<file path="config.mk">
export PLATFORM = sky130hd
export DESIGN_NAME = awns_front
export DESIGN_NICKNAME = d
export VERILOG_FILES = /design/src/rtl/awns_pkg.sv /design/src/rtl/awns_front.sv
export SDC_FILE = /design/constraint.sdc
export NUM_CORES = 1
export LEC_CHECK = 0
export BUFFER_PORTS_ARGS = -buffer_cell sky130_fd_sc_hd__buf_2
export CAP_MARGIN = 0
export CORE_MARGIN = 1.5
export CORE_UTILIZATION = 60
export CTS_BUF_LIST = sky130_fd_sc_hd__clkbuf_4 sky130_fd_sc_hd__clkbuf_8
export CTS_CLUSTER_DIAMETER = 60
export DETAILED_ROUTE_END_ITERATION = 6
export PLACE_DENSITY = 0.83
export SETUP_SLACK_MARGIN = 0.05
export SKIP_LAST_GASP = 1
export SLEW_MARGIN = 20
export SYNTH_ARGS = -nofsm -noshare
export SYNTH_HDL_FRONTEND = slang
export SYNTH_SLANG_ARGS = --single-unit
</file>
<file path="constraint.sdc">
create_clock -name clk_i -period 5.75 [get_ports clk_i]
set_clock_uncertainty 0.2 [all_clocks]
set_input_delay 0.8625 -clock clk_i [delete_from_list [all_inputs] [get_ports clk_i]]
set_output_delay 0.8625 -clock clk_i [all_outputs]
set_load 0.1 [all_outputs]
</file>
<file path="src/rtl/awns_pkg.sv">
package awns_pkg;

  localparam int CFG_IDX_W = 3;
  localparam int QUEUE_DEPTH = 4;

  localparam logic MODE_LOAD = 1'b0;
  localparam logic MODE_SAMPLE = 1'b1;

  localparam logic [CFG_IDX_W-1:0] REG_A11 = 3'd0;
  localparam logic [CFG_IDX_W-1:0] REG_A12 = 3'd1;
  localparam logic [CFG_IDX_W-1:0] REG_A13 = 3'd2;
  localparam logic [CFG_IDX_W-1:0] REG_A21 = 3'd3;
  localparam logic [CFG_IDX_W-1:0] REG_A22 = 3'd4;
  localparam logic [CFG_IDX_W-1:0] REG_A23 = 3'd5;
  localparam logic [CFG_IDX_W-1:0] REG_SRC_WIDTH = 3'd6;
  localparam logic [CFG_IDX_W-1:0] REG_SRC_HEIGHT = 3'd7;

  typedef struct packed {
    logic       mode;
    logic [7:0] col;
    logic [7:0] row;
    logic [7:0] in_ch0;
    logic [7:0] in_ch1;
    logic [7:0] in_ch2;
  } awns_in_t;

  typedef struct packed {
    logic [7:0] out_ch0;
    logic [7:0] out_ch1;
    logic [7:0] out_ch2;
    logic       inside_res;
  } awns_out_t;

  typedef struct packed {
    logic [31:0] a11;
    logic [31:0] a12;
    logic [31:0] a13;
    logic [31:0] a21;
    logic [31:0] a22;
    logic [31:0] a23;
    logic [8:0]  src_width;
    logic [8:0]  src_height;
  } awns_cfg_t;

  typedef struct packed {
    logic        is_sample;
    logic [7:0]  col;
    logic [7:0]  row;
    logic [23:0] pix;
  } awns_entry_t;

endpackage

</file>
<file path="src/rtl/awns_front.sv">
module awns_front #(
  parameter int IMAGE_DIM = 256
) (
  input  logic                   clk_i,
  input  logic                   rst_ni,
  input  logic                   in_valid_i,
  output logic                   in_stall_o,
  input  awns_pkg::awns_in_t     in_data_i,
  output logic                   q_valid_o,
  output awns_pkg::awns_entry_t  q_entry_o,
  input  logic                   pop_i
);
  import awns_pkg::*;

  localparam int PW = $clog2(QUEUE_DEPTH);
  localparam int CW = $clog2(QUEUE_DEPTH + 1);

  awns_entry_t entries_q [QUEUE_DEPTH];
  logic [PW-1:0] wr_ptr_q, wr_ptr_d, rd_ptr_q, rd_ptr_d;
  logic [CW-1:0] count_q, count_d;
  logic          accept, keep, push;
  awns_entry_t   entry;

  // loads that fall outside the store are dropped here
  always_comb begin
    entry.is_sample = (in_data_i.mode == MODE_SAMPLE);
    entry.col = in_data_i.col;
    entry.row = in_data_i.row;
    entry.pix = {in_data_i.in_ch2, in_data_i.in_ch1, in_data_i.in_ch0};
    keep = entry.is_sample ||
           ((32'(in_data_i.col) < 32'(IMAGE_DIM)) && (32'(in_data_i.row) < 32'(IMAGE_DIM)));
  end

  assign in_stall_o = (count_q == CW'(QUEUE_DEPTH));
  assign accept = in_valid_i && !in_stall_o;
  assign push = accept && keep;
  assign q_valid_o = (count_q != '0);
  assign q_entry_o = entries_q[rd_ptr_q];

  always_comb begin
    wr_ptr_d = wr_ptr_q;
    rd_ptr_d = rd_ptr_q;
    count_d = count_q;
    if (push) begin
      wr_ptr_d = wr_ptr_q + 1'b1;
    end
    if (pop_i) begin
      rd_ptr_d = rd_ptr_q + 1'b1;
    end
    if (push && !pop_i) begin
      count_d = count_q + 1'b1;
    end else if (!push && pop_i) begin
      count_d = count_q - 1'b1;
    end
  end

  always_ff @(posedge clk_i or negedge rst_ni) begin
    if (!rst_ni) begin
      wr_ptr_q <= '0;
      rd_ptr_q <= '0;
      count_q <= '0;
    end else begin
      wr_ptr_q <= wr_ptr_d;
      rd_ptr_q <= rd_ptr_d;
      count_q <= count_d;
    end
  end

  always_ff @(posedge clk_i) begin
    if (push) begin
      entries_q[wr_ptr_q] <= entry;
    end
  end

endmodule

</file>
==> impl_metrics.csv <==
group,metric,value,unit
sta,rsz0062_at_grt,"false",
cells_and_area,layout_common_cells,"164 x edfxtp_1, 87 x buf_2, 38 x mux4_2",
global_route,grt_max_degree,43,
critical_path,path_cells,"buf_4 > mux4_2 > buf_2",
cells_and_area,fillCellCount,588,
floorplan,start_util,61.9,%
global_route,grt_antenna_before_repair,1,
synthesis,synth_xor_area_share,0.822,%
synthesis,ys_ff_latch,171,
synthesis,synth_compound_area_share,0,%
critical_path,ff2ff_path_depth,3,
cts,path_clk_slew,80,ps
floorplan,pin_count,88,
cts,cts_setup_buffers,0,
critical_path,cp_top_family,"flip-flops",
sta,min_period,3870,ps
routing,routedWlPerCell,21.8,um
routing,firstDrtPassIters,5,
synthesis,ys_warn_count,0,
cts,cts_resized,0,
synthesis,netlist.area_leader.share,77.0,%
global_route,track_usage,20.7,%
placed_design,place_area,6890,um^2
sta,fin_tns_setup,0,ps
floorplan,fp.dieW,106,um
routing,routed-via-count,2859,
sta,max_slew_margin,27.8,%
cells_and_area,final_common_cell,"edfxtp_1",
sta,setup_viol,0,
cts,ctsHoldBuffers,0,
routing,via_per_inst,5.76,
synthesis,synth_fa_ha_area_share,1.29,%
critical_path,cp.arrival,2810,ps
cts,clockBufferDepth,2,
sta,hold_viol,0,
critical_path,crit_path_start_kind,"register",
placed_design,place_congestion,0.652,
routing,drcViolationCount,0,
cells_and_area,design_area,7390,um^2
synthesis,synth.cell_area,6390,um^2
routing,drt_first_iter_violations,182,
global_route,grt_overflow,0,
synthesis,avgSynthCellArea,25.6,um^2
cts,clkSinkCount,171,
routing,ant_nets,0,
cells_and_area,postLayoutCoreUtil,71.6,%
synthesis,synth_top_family_by_area,"multiplexers",
critical_path,crit_buf_inv,2,
cts,cts_buffers,17,
critical_path,critPathMaxFanout,28,
floorplan,core-area,10300,um^2
critical_path,slowest_delay,950,ps
critical_path,cp.depth,3,
placed_design,dp_hpwl,6.02,mm
hold_path,hold_class,"in -> async",
cts,cts_htree_levels,4,
routing,routed_wl,10.8,mm
cts,cts_root_buf,"clkbuf_8",
sta,tightest_slew,1080,ps
synthesis,synth-seq-area-share,79.7,%
critical_path,cpMaxStageDelayCell,"dfrtp_2",
synthesis,synth_ff_type,"edfxtp_1",
cells_and_area,area_growth,15.5,%
critical_path,cp-end-kind,"output pin",
critical_path,worstSetupPathType,"reg -> out",
synthesis,synth_top_area_cell,"edfxtp_1",
global_route,grt_pass1_wl,16.2,mm
synthesis,synthTopCellsByArea,"edfxtp_1 77%, mux4_2 13%, dfrtp_1 2.7%",
floorplan,rows,37,
synthesis,syn_inst,250,
synthesis,async_flop_share,4.09,%
floorplan,fp.dieH,106,um
synthesis,synth_edf_count,164,
sta,max_freq,258,MHz
synthesis,syn_nets,301,
cts,tritoncts,"built",
outcome,status,"finished, final reports clean",
critical_path,worstPathRequired,4690,ps
global_route,grt_pass1_vias,2898,
sta,fin_crit_sh,67.3,%
cts,clk_latency,430,ps
synthesis,muxShareOfSynthArea,15.0,%
job,drv_cap,0,
cells_and_area,drive_gt1_share,46.5,%
synthesis,yosys.area_share.simple,0.900,%
synthesis,ys_types,21,
cells_and_area,final_nets,397,
sta,slew_viol_final,0,
placed_design,io_buffers,87,
floorplan,die_area,11300,um^2
-- sequential cells by signal, summed over array words and instances, names as in the netlist --
name,cells
count_q,3
entries_q,164
rd_ptr_q,2
wr_ptr_q,2
-- through the flow --
stage,setup WS (ps),instances,hold slack (ps)
3_5_place_dp,2300,463,284
6_report,1880,496,57.0
4_1_cts,1780,495,29.1
5_1_grt,1640,495,30.3
3_3_place_gp,2290,463,275
2_1_floorplan,2500,250,245
-- final timing paths --
kind                                         endpoint                    start  slack, ps
max in group asynchronous     rd_ptr_q[1]$_DFFE_PN0P_                   rst_ni       5100
setup reg to reg           entries_q[0][16]$_DFFE_PP_   count_q[2]$_DFFE_PN0P_       3050
hold reg to reg                count_q[2]$_DFFE_PN0P_   count_q[2]$_DFFE_PN0P_        310
hold / removal                 count_q[1]$_DFFE_PN0P_                   rst_ni         60
min in group clk_i             count_q[2]$_DFFE_PN0P_   count_q[2]$_DFFE_PN0P_        310
setup / recovery                         q_entry_o[1]  rd_ptr_q[0]$_DFFE_PN0P_       1880
-- cell families (layout without fill, tap and decap cells) --
family / count (synthesis) / after routing
XOR/XNOR: 6 / 6
adder cells (fa/ha/maj): 6 / 6
buffers and inverters: 15 / 124
flip-flops: 171 / 171
multiplexers: 43 / 43
other: 0 / 1
AND/OR/NAND/NOR: 9 / 9
-- synthesized netlist by cell type, drive strengths merged, types with 2 or more instances --
library cell and number:
and2 4, buf 10, dfrtp 7, edfxtp 164
ha 5, inv 4, mux2 2, mux4 41
xnor2 3, xor2 3
-- worst reg2reg max path, cell delays in order, from the launching register on --
cell and delay [ps]:
dfrtp_1 410, nor3b_2 170, nor2b_1 520, and2_2 980
-- layer usage --
| metal | vias up | global-route usage (%) | routed length [um] |
|---|---|---|---|
| met5 | - | 0 | 0 |
| li1 | 1243 | - | - |
| met2 | 121 | 30.0 | 5220 |
| met1 | 1478 | 29.0 | 4460 |
| met4 | 0 | 9.36 | 243 |
| met3 | 17 | 7.11 | 874 |
-- cell type report --
type	instances	area, um^2	share of cell area, %
repair buffers	88	443	6.00
well taps	136	170	2.30
inverters	4	15.0	0.203
flip-flops and latches	171	5100	69.1
clock inverters	10	214	2.90
diodes	1	2.50	0.0339
multi-input cells	64	1160	15.7
clock buffers	22	278	3.76
Power is not shown: default switching activity piles up to over one toggle a cycle in this logic, so the estimate is an artifact.
