===== src/rtl/awns_pkg.sv =====
package awns_pkg;

  localparam int CFG_IDX_W = 3;
  localparam int QUEUE_DEPTH = 4;

  localparam logic MODE_LOAD = 1'b0;
  localparam logic MODE_SAMPLE = 1'b1;

  localparam logic [CFG_IDX_W-1:0] REG_A11 = 3'd0;
  localparam logic [CFG_IDX_W-1:0] REG_A12 = 3'd1;
  localparam logic [CFG_IDX_W-1:0] REG_A13 = 3'd2;
  localparam logic [CFG_IDX_W-1:0] REG_A21 = 3'd3;
  localparam logic [CFG_IDX_W-1:0] REG_A22 = 3'd4;
  localparam logic [CFG_IDX_W-1:0] REG_A23 = 3'd5;
  localparam logic [CFG_IDX_W-1:0] REG_SRC_WIDTH = 3'd6;
  localparam logic [CFG_IDX_W-1:0] REG_SRC_HEIGHT = 3'd7;

  typedef struct packed {
    logic       mode;
    logic [7:0] col;
    logic [7:0] row;
    logic [7:0] in_ch0;
    logic [7:0] in_ch1;
    logic [7:0] in_ch2;
  } awns_in_t;

  typedef struct packed {
    logic [7:0] out_ch0;
    logic [7:0] out_ch1;
    logic [7:0] out_ch2;
    logic       inside_res;
  } awns_out_t;

  typedef struct packed {
    logic [31:0] a11;
    logic [31:0] a12;
    logic [31:0] a13;
    logic [31:0] a21;
    logic [31:0] a22;
    logic [31:0] a23;
    logic [8:0]  src_width;
    logic [8:0]  src_height;
  } awns_cfg_t;

  typedef struct packed {
    logic        is_sample;
    logic [7:0]  col;
    logic [7:0]  row;
    logic [23:0] pix;
  } awns_entry_t;

endpackage


===== src/rtl/awns_cfg_regs.sv =====
module awns_cfg_regs (
  input  logic                            clk_i,
  input  logic                            rst_ni,
  input  logic                            cfg_valid_i,
  output logic                            cfg_ready_o,
  input  logic [awns_pkg::CFG_IDX_W-1:0]  cfg_index_i,
  input  logic [31:0]                     cfg_data_i,
  output awns_pkg::awns_cfg_t             cfg_o
);
  import awns_pkg::*;

  awns_cfg_t cfg_q, cfg_d;

  assign cfg_ready_o = 1'b1;
  assign cfg_o = cfg_q;

  always_comb begin
    cfg_d = cfg_q;
    if (cfg_valid_i) begin
      unique case (cfg_index_i)
        REG_A11:        cfg_d.a11 = cfg_data_i;
        REG_A12:        cfg_d.a12 = cfg_data_i;
        REG_A13:        cfg_d.a13 = cfg_data_i;
        REG_A21:        cfg_d.a21 = cfg_data_i;
        REG_A22:        cfg_d.a22 = cfg_data_i;
        REG_A23:        cfg_d.a23 = cfg_data_i;
        REG_SRC_WIDTH:  cfg_d.src_width = cfg_data_i[8:0];
        REG_SRC_HEIGHT: cfg_d.src_height = cfg_data_i[8:0];
        default:        cfg_d = cfg_q;
      endcase
    end
  end

  always_ff @(posedge clk_i or negedge rst_ni) begin
    if (!rst_ni) begin
      cfg_q.a11        <= 32'd65536;
      cfg_q.a12        <= 32'd0;
      cfg_q.a13        <= 32'd0;
      cfg_q.a21        <= 32'd0;
      cfg_q.a22        <= 32'd65536;
      cfg_q.a23        <= 32'd0;
      cfg_q.src_width  <= 9'd256;
      cfg_q.src_height <= 9'd256;
    end else begin
      cfg_q <= cfg_d;
    end
  end

endmodule


===== config.mk =====
export PLATFORM = sky130hd
export DESIGN_NAME = awns_cfg_regs
export DESIGN_NICKNAME = d
export VERILOG_FILES = /design/src/rtl/awns_pkg.sv /design/src/rtl/awns_cfg_regs.sv
export SDC_FILE = /design/constraint.sdc
export NUM_CORES = 1
export LEC_CHECK = 0
export BUFFER_PORTS_ARGS = -buffer_cell sky130_fd_sc_hd__buf_2
export CORE_UTILIZATION = 25
export CTS_BUF_LIST = sky130_fd_sc_hd__clkbuf_4 sky130_fd_sc_hd__clkbuf_8 sky130_fd_sc_hd__clkbuf_16
export DETAILED_ROUTE_END_ITERATION = 10
export HOLD_SLACK_MARGIN = 0.12
export SYNTH_ARGS = -nofsm -noshare
export SYNTH_HDL_FRONTEND = slang
export SYNTH_SLANG_ARGS = --single-unit
export TNS_END_PERCENT = 10

===== constraint.sdc =====
create_clock -name clk_i -period 0.85 [get_ports clk_i]
set_input_delay 0.085 -clock clk_i [delete_from_list [all_inputs] [get_ports clk_i]]
set_output_delay 0.085 -clock clk_i [all_outputs]
set_load 0.01 [all_outputs]

==> metrics.log, run 1 <==
[metrics] outcome: finished with violations
[metrics] failing checks: negative setup slack
[metrics] CP bufs+invs: 1
[metrics] clock sink total: 210
[metrics] leading cell type in the layout, fill and taps excluded: sky130_fd_sc_hd__dfrtp_1
[metrics] sum of routed wire length over all layers: 21.0 mm
[metrics] remaining global-route overflow: 0
[metrics] Max Cap Violations: 0
[metrics] critical path launch point: cfg_o[17]$_DFFE_PN1P_
[metrics] clock period minus worst slack: 1230 ps
[metrics] unrepaired setup endpoints after global routing: true
[metrics] distinct cell type count of the synthesized netlist: 12
[metrics] Detailed Routing Iterations Pass 1: 4
[metrics] global-route met1 utilization: 16.2%
[metrics] clock share of power: roughly 33%
[metrics] CTS max path bufs: 3
[metrics] critical-path maximum fanout: 2
[metrics] post-synthesis simple-gate area fraction: 1.09%
[metrics] Largest register FFs: 210
[metrics] number of antenna violations at the first check in global routing: 1
[metrics] fraction of the mapped netlist area in compound gates: 0%
[metrics] number of fill cells: around 2900
[metrics] Die W: 180 um
[metrics] fraction of final layout cells with drive strength greater than 1: 67.1%
[metrics] internal power contribution: 23.3 mW
[metrics] global-route wire length before repair: 33.6 mm
[metrics] Slowest Stage Delay on Critical Path: 550 ps
[metrics] cell leakage power: 5.51 nW
[metrics] Gate power share: around 25%
[metrics] Worst Hold Slack: 51.5 ps
[metrics] Vias/cell: about 4.2
[metrics] dominant combinational cell family by area after synthesis: multiplexers
[metrics] TritonCTS clock tree: done
[metrics] syn avg cell area: 17.4 sq um
[metrics] Post-Syn Instances: between 400 and 500
[metrics] highest clock frequency the design can meet: 811 MHz
[metrics] DRC violation count after routing: 0
[metrics] Initial Utilization: 25.6%
[metrics] critical path launch point type: register
[metrics] global-route met2 utilization: 22.1%
[metrics] Vias: 5046
[metrics] antenna-violating nets left: 0
[metrics] number of I/O port buffers: 247
[metrics] yosys synthesis warning count: 0
[metrics] total setup violations reported at the end of the flow: ~230
[metrics] # hold bufs at CTS: 33
[metrics] sequential cell fraction of total power: 42.4%
[metrics] Avg WL per Cell: approximately 18 um
[metrics] Max H-tree Level: 1
[metrics] number of core rows: between 60 and 70
[metrics] die boundary height: 180 um
[metrics] grt met3 use: 4.43%
[metrics] growth of design area from synthesis to finish: 48.6%
[metrics] core box area: between 0.03 and 0.04 sq mm
[metrics] violation count after the first detailed-routing iteration: 80
[metrics] Reg2Reg Launch Point: cfg_o[188]$_DFFE_PN0P_
[metrics] clock-pin slew of the registers on the worst-case setup and hold paths: 60 ps
[metrics] Detail Placement HPWL: about 15 mm
[metrics] fraction of synthesized area in multiplexers: 29.8%
[metrics] most frequent cells in the layout: sky130_fd_sc_hd__dfrtp_1, sky130_fd_sc_hd__mux2_2, sky130_fd_sc_hd__buf_2
[metrics] clk_lat worst skew: 510 ps
[metrics] count of final max-slew check failures: 0
[metrics] Clock Skews: 0 ps
[metrics] final clock period utilization by the worst path: 145%
[metrics] clock buffers created by TritonCTS: 24
[metrics] worst reg2reg setup slack: -160 ps
[metrics] endpoint kind of the worst setup timing path: output pin
[metrics] path depth of the worst reg2reg path: 3
[metrics] flip-flop and latch count after synthesis: 210
[metrics] classification of the worst-slack hold path: input pin to asynchronous set/reset pin
[metrics] synthesized-area fraction occupied by xor and xnor cells: 0%
[metrics] root buffer cell: sky130_fd_sc_hd__clkbuf_16
[metrics] via count of the first global-routing pass: 5512
[metrics] largest vdd supply drop: around 1.6 mV
[metrics] sequential element share of the synthesized area: between 60% and 70%
[metrics] net switching power: ~8.6 mW
[metrics] adder and majority cell fraction of the synthesized area: 0%
[metrics] critical-path cell with the highest stage delay: sky130_fd_sc_hd__dfstp_2
[metrics] placer congestion estimate: between 0.7 and 0.8
[metrics] number of nets at the end of the flow: 817
[metrics] total routing usage reported by global routing: 13.2%
[metrics] power per standard cell area: 2710 mW/mm^2
[metrics] family of cells with the greatest summed delay on the critical path: flip-flops
[metrics] final sum of negative setup slack: -54910 ps
[metrics] worst flop-to-flop path endpoint: cfg_o[188]$_DFFE_PN0P_
[metrics] Crit path required time: 760 ps
[metrics] number of failing hold endpoints at the final stage: 0
[metrics] pin count of the biggest net entering global routing: 34
[metrics] fraction of power spent switching nets: 26.9%
[metrics] utilization after layout: 38.1%
[metrics] slack of the critical path: -384 ps
[metrics] worst path arrival time: around 1200 ps
[metrics] worst path cell trace: buf_6
[metrics] cell area after synthesis: 0.00792 sq mm
[metrics] total die area: 0.0324 sq mm
[metrics] Crit Path Category: register to output pin
[metrics] I/O pin count: 249
[metrics] net count of the mapped netlist: 493
[metrics] most used routing layer: met2
==> power groups by stage <==
stage / Clock, mW / Combinational, mW / Sequential (mW)
after floorplan: 0 / 2.16 / 14.5
after global placement: 0 / 6.60 / 13.4
after detailed placement: 0 / 6.70 / 13.5
after CTS: 10.7 / 7.71 / 13.5
after global routing: 11.2 / 8.52 / 13.8
final: 10.4 / 7.96 / 13.5
==> per-stage QoR <==
stage          setup WS [ps]  power (mW)  cells  cell area, sq um
2_1_floorplan           -403        16.7    455              7990
3_3_place_gp            -632        20.0   1104              9940
3_5_place_dp            -651        20.2   1104              9940
4_1_cts                 -419        31.9   1188             11600
5_1_grt                 -441        33.5   1193             11800
6_report                -384        31.9   1194             11800
==> worst max-delay path by stage <==
stage               depth (start not counted)                     end  slack, ps
finish                                      1               cfg_o[17]       -380
global route                                1               cfg_o[17]       -440
CTS                                         1               cfg_o[17]       -420
detailed placement                          4  cfg_o[181]$_DFFE_PN0P_       -650
global placement                            4  cfg_o[197]$_DFFE_PN0P_       -630
floorplan                                   4  cfg_o[183]$_DFFE_PN0P_       -400
==> layout make-up <==
type | instances | area [sq um] | share of cell area [%]
flip-flops and latches | 210 | 5260 | 44.7
diodes | 1 | 2.50 | 0.0213
well taps | 396 | 495 | 4.21
clock inverters | 6 | 61.3 | 0.521
multi-input cells | 219 | 2580 | 21.9
repair buffers | 324 | 2620 | 22.3
clock buffers | 38 | 754 | 6.41
==> cells in the mapped netlist <==
master                       n  area [sq um]
sky130_fd_sc_hd__nor4bb_1    3          30.0
sky130_fd_sc_hd__nand4_1     1          6.26
sky130_fd_sc_hd__mux2_2    186          2090
sky130_fd_sc_hd__dfrtp_1   206          5150
sky130_fd_sc_hd__buf_2      13          65.1
sky130_fd_sc_hd__conb_1      1          3.75
sky130_fd_sc_hd__dfstp_2     4           105
sky130_fd_sc_hd__buf_4       1          7.51
sky130_fd_sc_hd__nor4b_4     1          23.8
sky130_fd_sc_hd__nand4b_1    3          26.3
sky130_fd_sc_hd__mux2_1     24           270
sky130_fd_sc_hd__buf_6      12           135
==> routing by layer <==
metal	routed length [um]	part of all wire, %
met5	0	0
met4	545	2.6
met3	1450	6.9
met2	10200	48
met1	8840	42
==> logic make-up after synthesis <==
family	count (synthesis)
buffers and inverters	26
and+or+nand+nor	8
other	1
DFF	210
muxes	210
==> timing repair <==
item                                   4_1_cts  5_1_grt
gates resized for setup                     77       30
endpoints found under the hold margin      420       17
setup buffers                                7        5
setup endpoints to repair                  298      331
pin swaps                                    1        2
Note: power is estimated with default switching activity, not from simulation.
==> inputs of run 2 (changes only) <==
Settings changed: CORE_UTILIZATION 25 to 51, PLACE_DENSITY set to 0.8.
==> run 2 against run 1 <==
Compared with the run above: the run still ends with negative setup slack left; critical endpoint unchanged; largest cell class unchanged; final area is 4.0% lower; critical path type unchanged; wire length decreased by 2.5%; non-clock buffer count increased by 6; via count rose by 3.1%.
==> metrics.log, run 2 (synthesis gave the netlist of run 1 again) <==
[metrics] outcome: finished with violations (unchanged)
[metrics] failing checks: negative setup slack (unchanged)
[metrics] slack of the critical path: -369 ps (was -384 ps)
[metrics] Vias/cell: 5.27 (was 4.23)
[metrics] DRC violation count after routing: 0 (unchanged)
[metrics] count of final max-slew check failures: 0 (unchanged)
[metrics] Crit Path Category: register to output pin (unchanged)
[metrics] fraction of final layout cells with drive strength greater than 1: 67.3% (was 67.1%)
[metrics] Avg WL per Cell: 20.8 um (was 17.6 um)
[metrics] antenna-violating nets left: 0 (unchanged)
[metrics] placer congestion estimate: 0.783 (was 0.722)
[metrics] critical path capture point: cfg_o[17] (unchanged)
[metrics] violation count after the first detailed-routing iteration: 171 (was 80)
[metrics] TritonCTS clock tree: done (unchanged)
[metrics] remaining global-route overflow: 0 (unchanged)
[metrics] # hold bufs at CTS: 33 (unchanged)
[metrics] critical-path cell with the highest stage delay: sky130_fd_sc_hd__dfstp_2 (unchanged)
[metrics] worst path arrival time: 1130 ps (was 1150 ps)
[metrics] growth of design area from synthesis to finish: 42.7% (was 48.6%)
[metrics] Detailed Routing Iterations Pass 1: 4 (unchanged)
[metrics] number of nets at the end of the flow: 821 (was 817)
[metrics] number of antenna violations at the first check in global routing: 0 (was 1)
[metrics] Clock Skews: 0 ps (unchanged)
[metrics] Die W: 127 um (was 180 um)
[metrics] utilization after layout: 74.4% (was 38.1%)
[metrics] clock period minus worst slack: 1220 ps (was 1230 ps)
[metrics] Crit path required time: 760 ps (about the same)
[metrics] worst flop-to-flop path endpoint: cfg_o[166]$_DFFE_PN0P_ (was cfg_o[188]$_DFFE_PN0P_)
[metrics] core box area: 0.0152 sq mm (was 0.0309 sq mm)
[metrics] post-placement cell area: 0.00959 sq mm (was 0.00994 sq mm)
[metrics] Vias: 5204 (was 5046)
[metrics] classification of the worst-slack hold path: input pin to asynchronous set/reset pin (unchanged)
[metrics] final clock period utilization by the worst path: 143% (was 145%)
[metrics] worst path cell trace: buf_6 (unchanged)
[metrics] most frequent cells in the layout: sky130_fd_sc_hd__dfrtp_1, sky130_fd_sc_hd__buf_2, sky130_fd_sc_hd__mux2_2 (was sky130_fd_sc_hd__dfrtp_1, sky130_fd_sc_hd__mux2_2, sky130_fd_sc_hd__buf_2)
[metrics] Worst Hold Slack: 54.4 ps (was 51.5 ps)
[metrics] Max Cap Violations: 0 (unchanged)
[metrics] number of fill cells: 955 (was 2912)
[metrics] critical path launch point type: register (unchanged)
[metrics] sum of routed wire length over all layers: 20.5 mm (was 21.0 mm)
[metrics] clock-pin slew of the registers on the worst-case setup and hold paths: 60 ps (about the same)
[metrics] Initial Utilization: 52.1% (was 25.6%)
[metrics] CP bufs+invs: 1 (unchanged)
[metrics] root buffer cell: sky130_fd_sc_hd__clkbuf_16 (unchanged)
[metrics] depth of the critical timing path with buffers and inverters included: 1 (unchanged)
[metrics] largest vdd supply drop: 1.76 mV (was 1.64 mV)
[metrics] clock sink total: 210 (unchanged)
[metrics] Slowest Stage Delay on Critical Path: 540 ps (was 550 ps)
[metrics] power per standard cell area: 2750 mW/mm^2 (was 2710 mW/mm^2)
[metrics] critical path launch point: cfg_o[17]$_DFFE_PN1P_ (unchanged)
[metrics] die boundary height: 127 um (was 180 um)
[metrics] # placed instances: 892 (was 1104)
[metrics] Finished Layout Cells: 987 (was 1194)
[metrics] highest clock frequency the design can meet: 820 MHz (was 811 MHz)
[metrics] diode insertion count for antenna repair: 0 (was 1)
[metrics] path depth of the worst reg2reg path: 3 (unchanged)
[metrics] cell area after layout: 0.0113 sq mm (was 0.0118 sq mm)
[metrics] cell leakage power: 5.45 nW (was 5.51 nW)
[metrics] worst reg2reg setup slack: -180 ps (was -160 ps)
[metrics] number of I/O port buffers: 247 (unchanged)
[metrics] family of cells with the greatest summed delay on the critical path: flip-flops (unchanged)
[metrics] total die area: 0.0160 sq mm (was 0.0324 sq mm)
[metrics] total setup violations reported at the end of the flow: 258 (was 229)
[metrics] number of core rows: 45 (was 64)
[metrics] I/O pin count: 249 (unchanged)
[metrics] Largest register FFs: 210 (unchanged)
[metrics] pin count of the biggest net entering global routing: 38 (was 34)
[metrics] total routing usage reported by global routing: 25.6% (was 13.2%)
[metrics] CTS max path bufs: 3 (unchanged)
[metrics] critical-path maximum fanout: 2 (unchanged)
[metrics] Detail Placement HPWL: 13.6 mm (was 14.6 mm)
[metrics] clk_lat worst skew: 490 ps (was 510 ps)
[metrics] Reg2Reg Launch Point: cfg_o[166]$_DFFE_PN0P_ (was cfg_o[188]$_DFFE_PN0P_)
[metrics] global-route wire length before repair: 31.4 mm (was 33.6 mm)
[metrics] leading cell type in the layout, fill and taps excluded: sky130_fd_sc_hd__dfrtp_1 (unchanged)
[metrics] endpoint kind of the worst setup timing path: output pin (unchanged)
[metrics] Max H-tree Level: 1 (unchanged)
[metrics] clock buffers created by TritonCTS: 22 (was 24)
[metrics] unrepaired setup endpoints after global routing: true (unchanged)
[metrics] via count of the first global-routing pass: 5552 (was 5512)
[metrics] number of failing hold endpoints at the final stage: 0 (unchanged)
==> run 2: what timing repair did <==
action | in CTS | in global routing
gates cloned | 0 | 0
buffers inserted | 14 | 8
endpoints found under the setup margin | 323 | 300
gates resized for setup | 63 | 27
hold endpoints to repair | 420 | 18
pin swaps | 1 | 0
==> run 2: worst reg2reg max path, cell delays in order (launching register included) <==
cell and delay (ps):
sky130_fd_sc_hd__dfrtp_1 400, sky130_fd_sc_hd__buf_4 140, sky130_fd_sc_hd__buf_4 130, sky130_fd_sc_hd__mux2_2 250
==> run 2: worst min path at each step <==
stage                       from                      to  slack (ps)  depth (start not counted)
after floorplan           rst_ni    cfg_o[0]$_DFFE_PN0P_        -210                          0
after global placement    rst_ni  cfg_o[184]$_DFFE_PN0P_           5                          1
after detailed placement  rst_ni  cfg_o[184]$_DFFE_PN0P_           5                          1
after CTS                 rst_ni  cfg_o[184]$_DFFE_PN0P_          50                          2
after global routing      rst_ni  cfg_o[184]$_DFFE_PN0P_          60                          2
final                     rst_ni  cfg_o[184]$_DFFE_PN0P_          50                          2
==> run 2: where the power goes <==
part | internal (mW) | switching, mW | leakage, nW
sequential | 12.2 | 1.36 | 2.51
combinational | 4.50 | 3.40 | 2.57
clock | 5.83 | 3.80 | 0.372
total | 22.6 | 8.56 | 5.45
==> run 2: per-layer routing <==
metal | vias up | GRT usage (%) | routed length (um)
met1 | 2689 | 32.0 | 8210
met2 | 191 | 44.8 | 10800
met5 | - | 0 | 0
li1 | 2281 | - | -
met3 | 43 | 4.09 | 860
met4 | 0 | 10.1 | 674
==> run 2: per-stage QoR <==
stage	worst slack (ps)	setup TNS, ps	total power, mW
2_1_floorplan	-403	-67650	16.7
3_3_place_gp	-554	-95620	19.8
3_5_place_dp	-613	-103400	20.2
4_1_cts	-392	-57150	30.9
5_1_grt	-401	-62170	32.4
6_report	-369	-54120	31.1
==> run 2: area by class of cell <==
type | instances | area [sq um] | share of cell area (%)
clock buffers | 32 | 674 | 5.97
clock inverters | 8 | 73.8 | 0.653
multi-input cells | 219 | 2590 | 22.9
flip-flops and latches | 210 | 5260 | 46.5
well taps | 188 | 235 | 2.08
repair buffers | 330 | 2470 | 21.8
==> inputs of run 3 (changes only) <==
Settings changed: BUFFER_PORTS_ARGS -buffer_cell sky130_fd_sc_hd__buf_2 to -buffer_cell sky130_fd_sc_hd__buf_4.
==> run 3 against run 2 <==
Compared with the run above: count of clock-buffer cells in the layout rose by 3; power rose by 8.9%; the run still ends with negative setup slack left; final area rose by 9.3%; first-iteration DRC count rose by 5.3%; core utilization rose by 6.9 points; worst hold slack improved by 14 ps; sequential share of layout area fell by 4.0 points; non-clock buffer count fell by 2; worst setup slack got worse by 1.7 ps; critical endpoint is now cfg_o[66]; wire length rose by 7.7%; sequential cell count did not move.
==> metrics.log, run 3 (synthesis gave the netlist of run 1 again) <==
[metrics] placer congestion estimate: 0.790 (was 0.783)
[metrics] critical path launch point: cfg_o[66]$_DFFE_PN1P_ (was cfg_o[17]$_DFFE_PN1P_)
[metrics] number of fill cells: 724 (was 955)
[metrics] Max H-tree Level: 1 (unchanged)
[metrics] number of failing hold endpoints at the final stage: 0 (unchanged)
[metrics] Reg2Reg Launch Point: cfg_o[163]$_DFFE_PN0P_ (was cfg_o[166]$_DFFE_PN0P_)
[metrics] path depth of the worst reg2reg path: 3 (unchanged)
[metrics] via count of the first global-routing pass: 5830 (was 5552)
[metrics] outcome: finished with violations (unchanged)
[metrics] final clock period utilization by the worst path: 144% (was 143%)
[metrics] power per standard cell area: 2740 mW/mm^2 (was 2750 mW/mm^2)
[metrics] Max Cap Violations: 0 (unchanged)
[metrics] Vias: 5253 (was 5204)
[metrics] family of cells with the greatest summed delay on the critical path: flip-flops (unchanged)
[metrics] Clock Skews: 0 ps (unchanged)
[metrics] worst path cell trace: buf_6 (unchanged)
[metrics] cell leakage power: 5.79 nW (was 5.45 nW)
[metrics] depth of the critical timing path with buffers and inverters included: 1 (unchanged)
[metrics] Detailed Routing Iterations Pass 1: 4 (unchanged)
[metrics] largest vdd supply drop: 1.67 mV (was 1.76 mV)
[metrics] global-route wire length before repair: 33.8 mm (was 31.4 mm)
[metrics] number of nets at the end of the flow: 819 (was 821)
[metrics] antenna-violating nets left: 0 (unchanged)
[metrics] sum of routed wire length over all layers: 22.1 mm (was 20.5 mm)
[metrics] final sum of negative setup slack: -56510 ps (was -54120 ps)
[metrics] worst reg2reg setup slack: -210 ps (was -180 ps)
[metrics] CP bufs+invs: 1 (unchanged)
[metrics] most frequent cells in the layout: sky130_fd_sc_hd__buf_6, sky130_fd_sc_hd__dfrtp_1, sky130_fd_sc_hd__mux2_2 (was sky130_fd_sc_hd__dfrtp_1, sky130_fd_sc_hd__buf_2, sky130_fd_sc_hd__mux2_2)
[metrics] critical-path cell with the highest stage delay: sky130_fd_sc_hd__dfstp_2 (unchanged)
[metrics] core box area: 0.0152 sq mm (unchanged)
[metrics] die boundary height: 127 um (unchanged)
[metrics] TritonCTS clock tree: done (unchanged)
[metrics] endpoint kind of the worst setup timing path: output pin (unchanged)
[metrics] clock sink total: 210 (unchanged)
[metrics] Crit path required time: 760 ps (about the same)
[metrics] critical path capture point: cfg_o[66] (was cfg_o[17])
[metrics] Crit Path Category: register to output pin (unchanged)
[metrics] Initial Utilization: 52.1% (unchanged)
[metrics] growth of design area from synthesis to finish: 56.0% (was 42.7%)
[metrics] critical-path maximum fanout: 2 (unchanged)
[metrics] total setup violations reported at the end of the flow: 312 (was 258)
[metrics] Worst Hold Slack: 68.6 ps (was 54.4 ps)
[metrics] classification of the worst-slack hold path: input pin to asynchronous set/reset pin (unchanged)
[metrics] unrepaired setup endpoints after global routing: true (unchanged)
[metrics] # hold bufs at CTS: 33 (unchanged)
[metrics] count of final max-slew check failures: 0 (unchanged)
[metrics] root buffer cell: sky130_fd_sc_hd__clkbuf_16 (unchanged)
[metrics] I/O pin count: 249 (unchanged)
[metrics] highest clock frequency the design can meet: 819 MHz (was 820 MHz)
[metrics] leading cell type in the layout, fill and taps excluded: sky130_fd_sc_hd__buf_6 (was sky130_fd_sc_hd__dfrtp_1)
[metrics] number of antenna violations at the first check in global routing: 0 (unchanged)
[metrics] worst flop-to-flop path endpoint: cfg_o[163]$_DFFE_PN0P_ (was cfg_o[166]$_DFFE_PN0P_)
[metrics] Vias/cell: 5.33 (was 5.27)
[metrics] number of I/O port buffers: 247 (unchanged)
[metrics] DRC violation count after routing: 0 (unchanged)
[metrics] clock-pin slew of the registers on the worst-case setup and hold paths: 60 ps (about the same)
[metrics] total routing usage reported by global routing: 27.9% (was 25.6%)
[metrics] number of core rows: 45 (unchanged)
[metrics] remaining global-route overflow: 0 (unchanged)
[metrics] critical path launch point type: register (unchanged)
[metrics] utilization after layout: 81.3% (was 74.4%)
[metrics] post-placement cell area: 0.0102 sq mm (was 0.00959 sq mm)
[metrics] slack of the critical path: -371 ps (was -369 ps)
[metrics] CTS max path bufs: 3 (unchanged)
[metrics] Avg WL per Cell: 22.4 um (was 20.8 um)
[metrics] pin count of the biggest net entering global routing: 38 (unchanged)
[metrics] cell area after layout: 0.0124 sq mm (was 0.0113 sq mm)
[metrics] failing checks: negative setup slack (unchanged)
[metrics] violation count after the first detailed-routing iteration: 180 (was 171)
[metrics] fraction of final layout cells with drive strength greater than 1: 67.0% (was 67.3%)
[metrics] worst path arrival time: 1140 ps (was 1130 ps)
[metrics] clock period minus worst slack: 1220 ps (about the same)
[metrics] Slowest Stage Delay on Critical Path: 540 ps (about the same)
[metrics] diode insertion count for antenna repair: 0 (unchanged)
[metrics] Die W: 127 um (unchanged)
[metrics] footprint of the multi-input gates: 0.00260 sq mm (was 0.00259 sq mm)
[metrics] clock buffers created by TritonCTS: 22 (unchanged)
[metrics] clk_lat worst skew: 490 ps (about the same)
[metrics] total die area: 0.0160 sq mm (unchanged)
[metrics] Detail Placement HPWL: 13.9 mm (was 13.6 mm)
[metrics] setup slack at placement: -593 ps (was -613 ps)
[metrics] Largest register FFs: 210 (unchanged)
[metrics] register area: 0.00526 sq mm (unchanged)
[run 3: cell types whose count changed in the layout (fill, tap and decap cells not counted), sizes merged]
cell / change
buf: -2
inv: +1
clkinvlp: -2
clkinv: -3
clkbuf: +3
bufinv: +1
[run 3: area by class of cell]
| type | count | area share (%) |
|---|---|---|
| Sequential cell | 210 | 42.6 |
| Timing Repair Buffer | 328 | 28.2 |
| Multi-Input combinational cell | 219 | 21.0 |
| Clock buffer | 35 | 5.64 |
| Tap cell | 188 | 1.90 |
| Clock inverter | 5 | 0.638 |
[run 3: stage by stage]
stage | total power, mW | cells
after floorplan | 16.7 | 455
after global placement | 21.2 | 891
after detailed placement | 21.5 | 891
after CTS | 33.6 | 976
after global routing | 35.1 | 985
final | 33.9 | 985
[run 3: routing by layer]
metal	vias to the layer above	global-route usage, %	wire length, um
met5	-	0	0
met4	0	11.7	881
met3	62	4.72	1070
met2	201	50.3	11700
met1	2711	33.2	8430
li1	2279	-	-
[run 3: repair_timing]
action,CTS,global route
pin swaps,0,2
endpoints found under the hold margin,420,17
endpoints found under the setup margin,280,331
setup buffers,12,9
gates resized for setup,216,13
[run 3: how the worst min path moves through the flow]
| stage | to | startpoint | slack, ps | depth (start not counted) |
|---|---|---|---|---|
| 3_5_place_dp | cfg_o[87]$_DFFE_PN0P_ | rst_ni | 6 | 1 |
| 4_1_cts | cfg_o[121]$_DFFE_PN0P_ | rst_ni | 60 | 2 |
| 3_3_place_gp | cfg_o[119]$_DFFE_PN0P_ | rst_ni | 5 | 1 |
| 2_1_floorplan | cfg_o[0]$_DFFE_PN0P_ | rst_ni | -210 | 0 |
| 6_report | cfg_o[121]$_DFFE_PN0P_ | rst_ni | 70 | 2 |
| 5_1_grt | cfg_o[119]$_DFFE_PN0P_ | rst_ni | 70 | 2 |
[run 3: power breakdown]
group | switching, mW | total [mW] | leakage (nW) | internal [mW]
Clock | 3.80 | 10.0 | 0.392 | 6.24
Combinational | 3.54 | 9.84 | 2.89 | 6.30
Sequential | 1.76 | 14.0 | 2.51 | 12.3
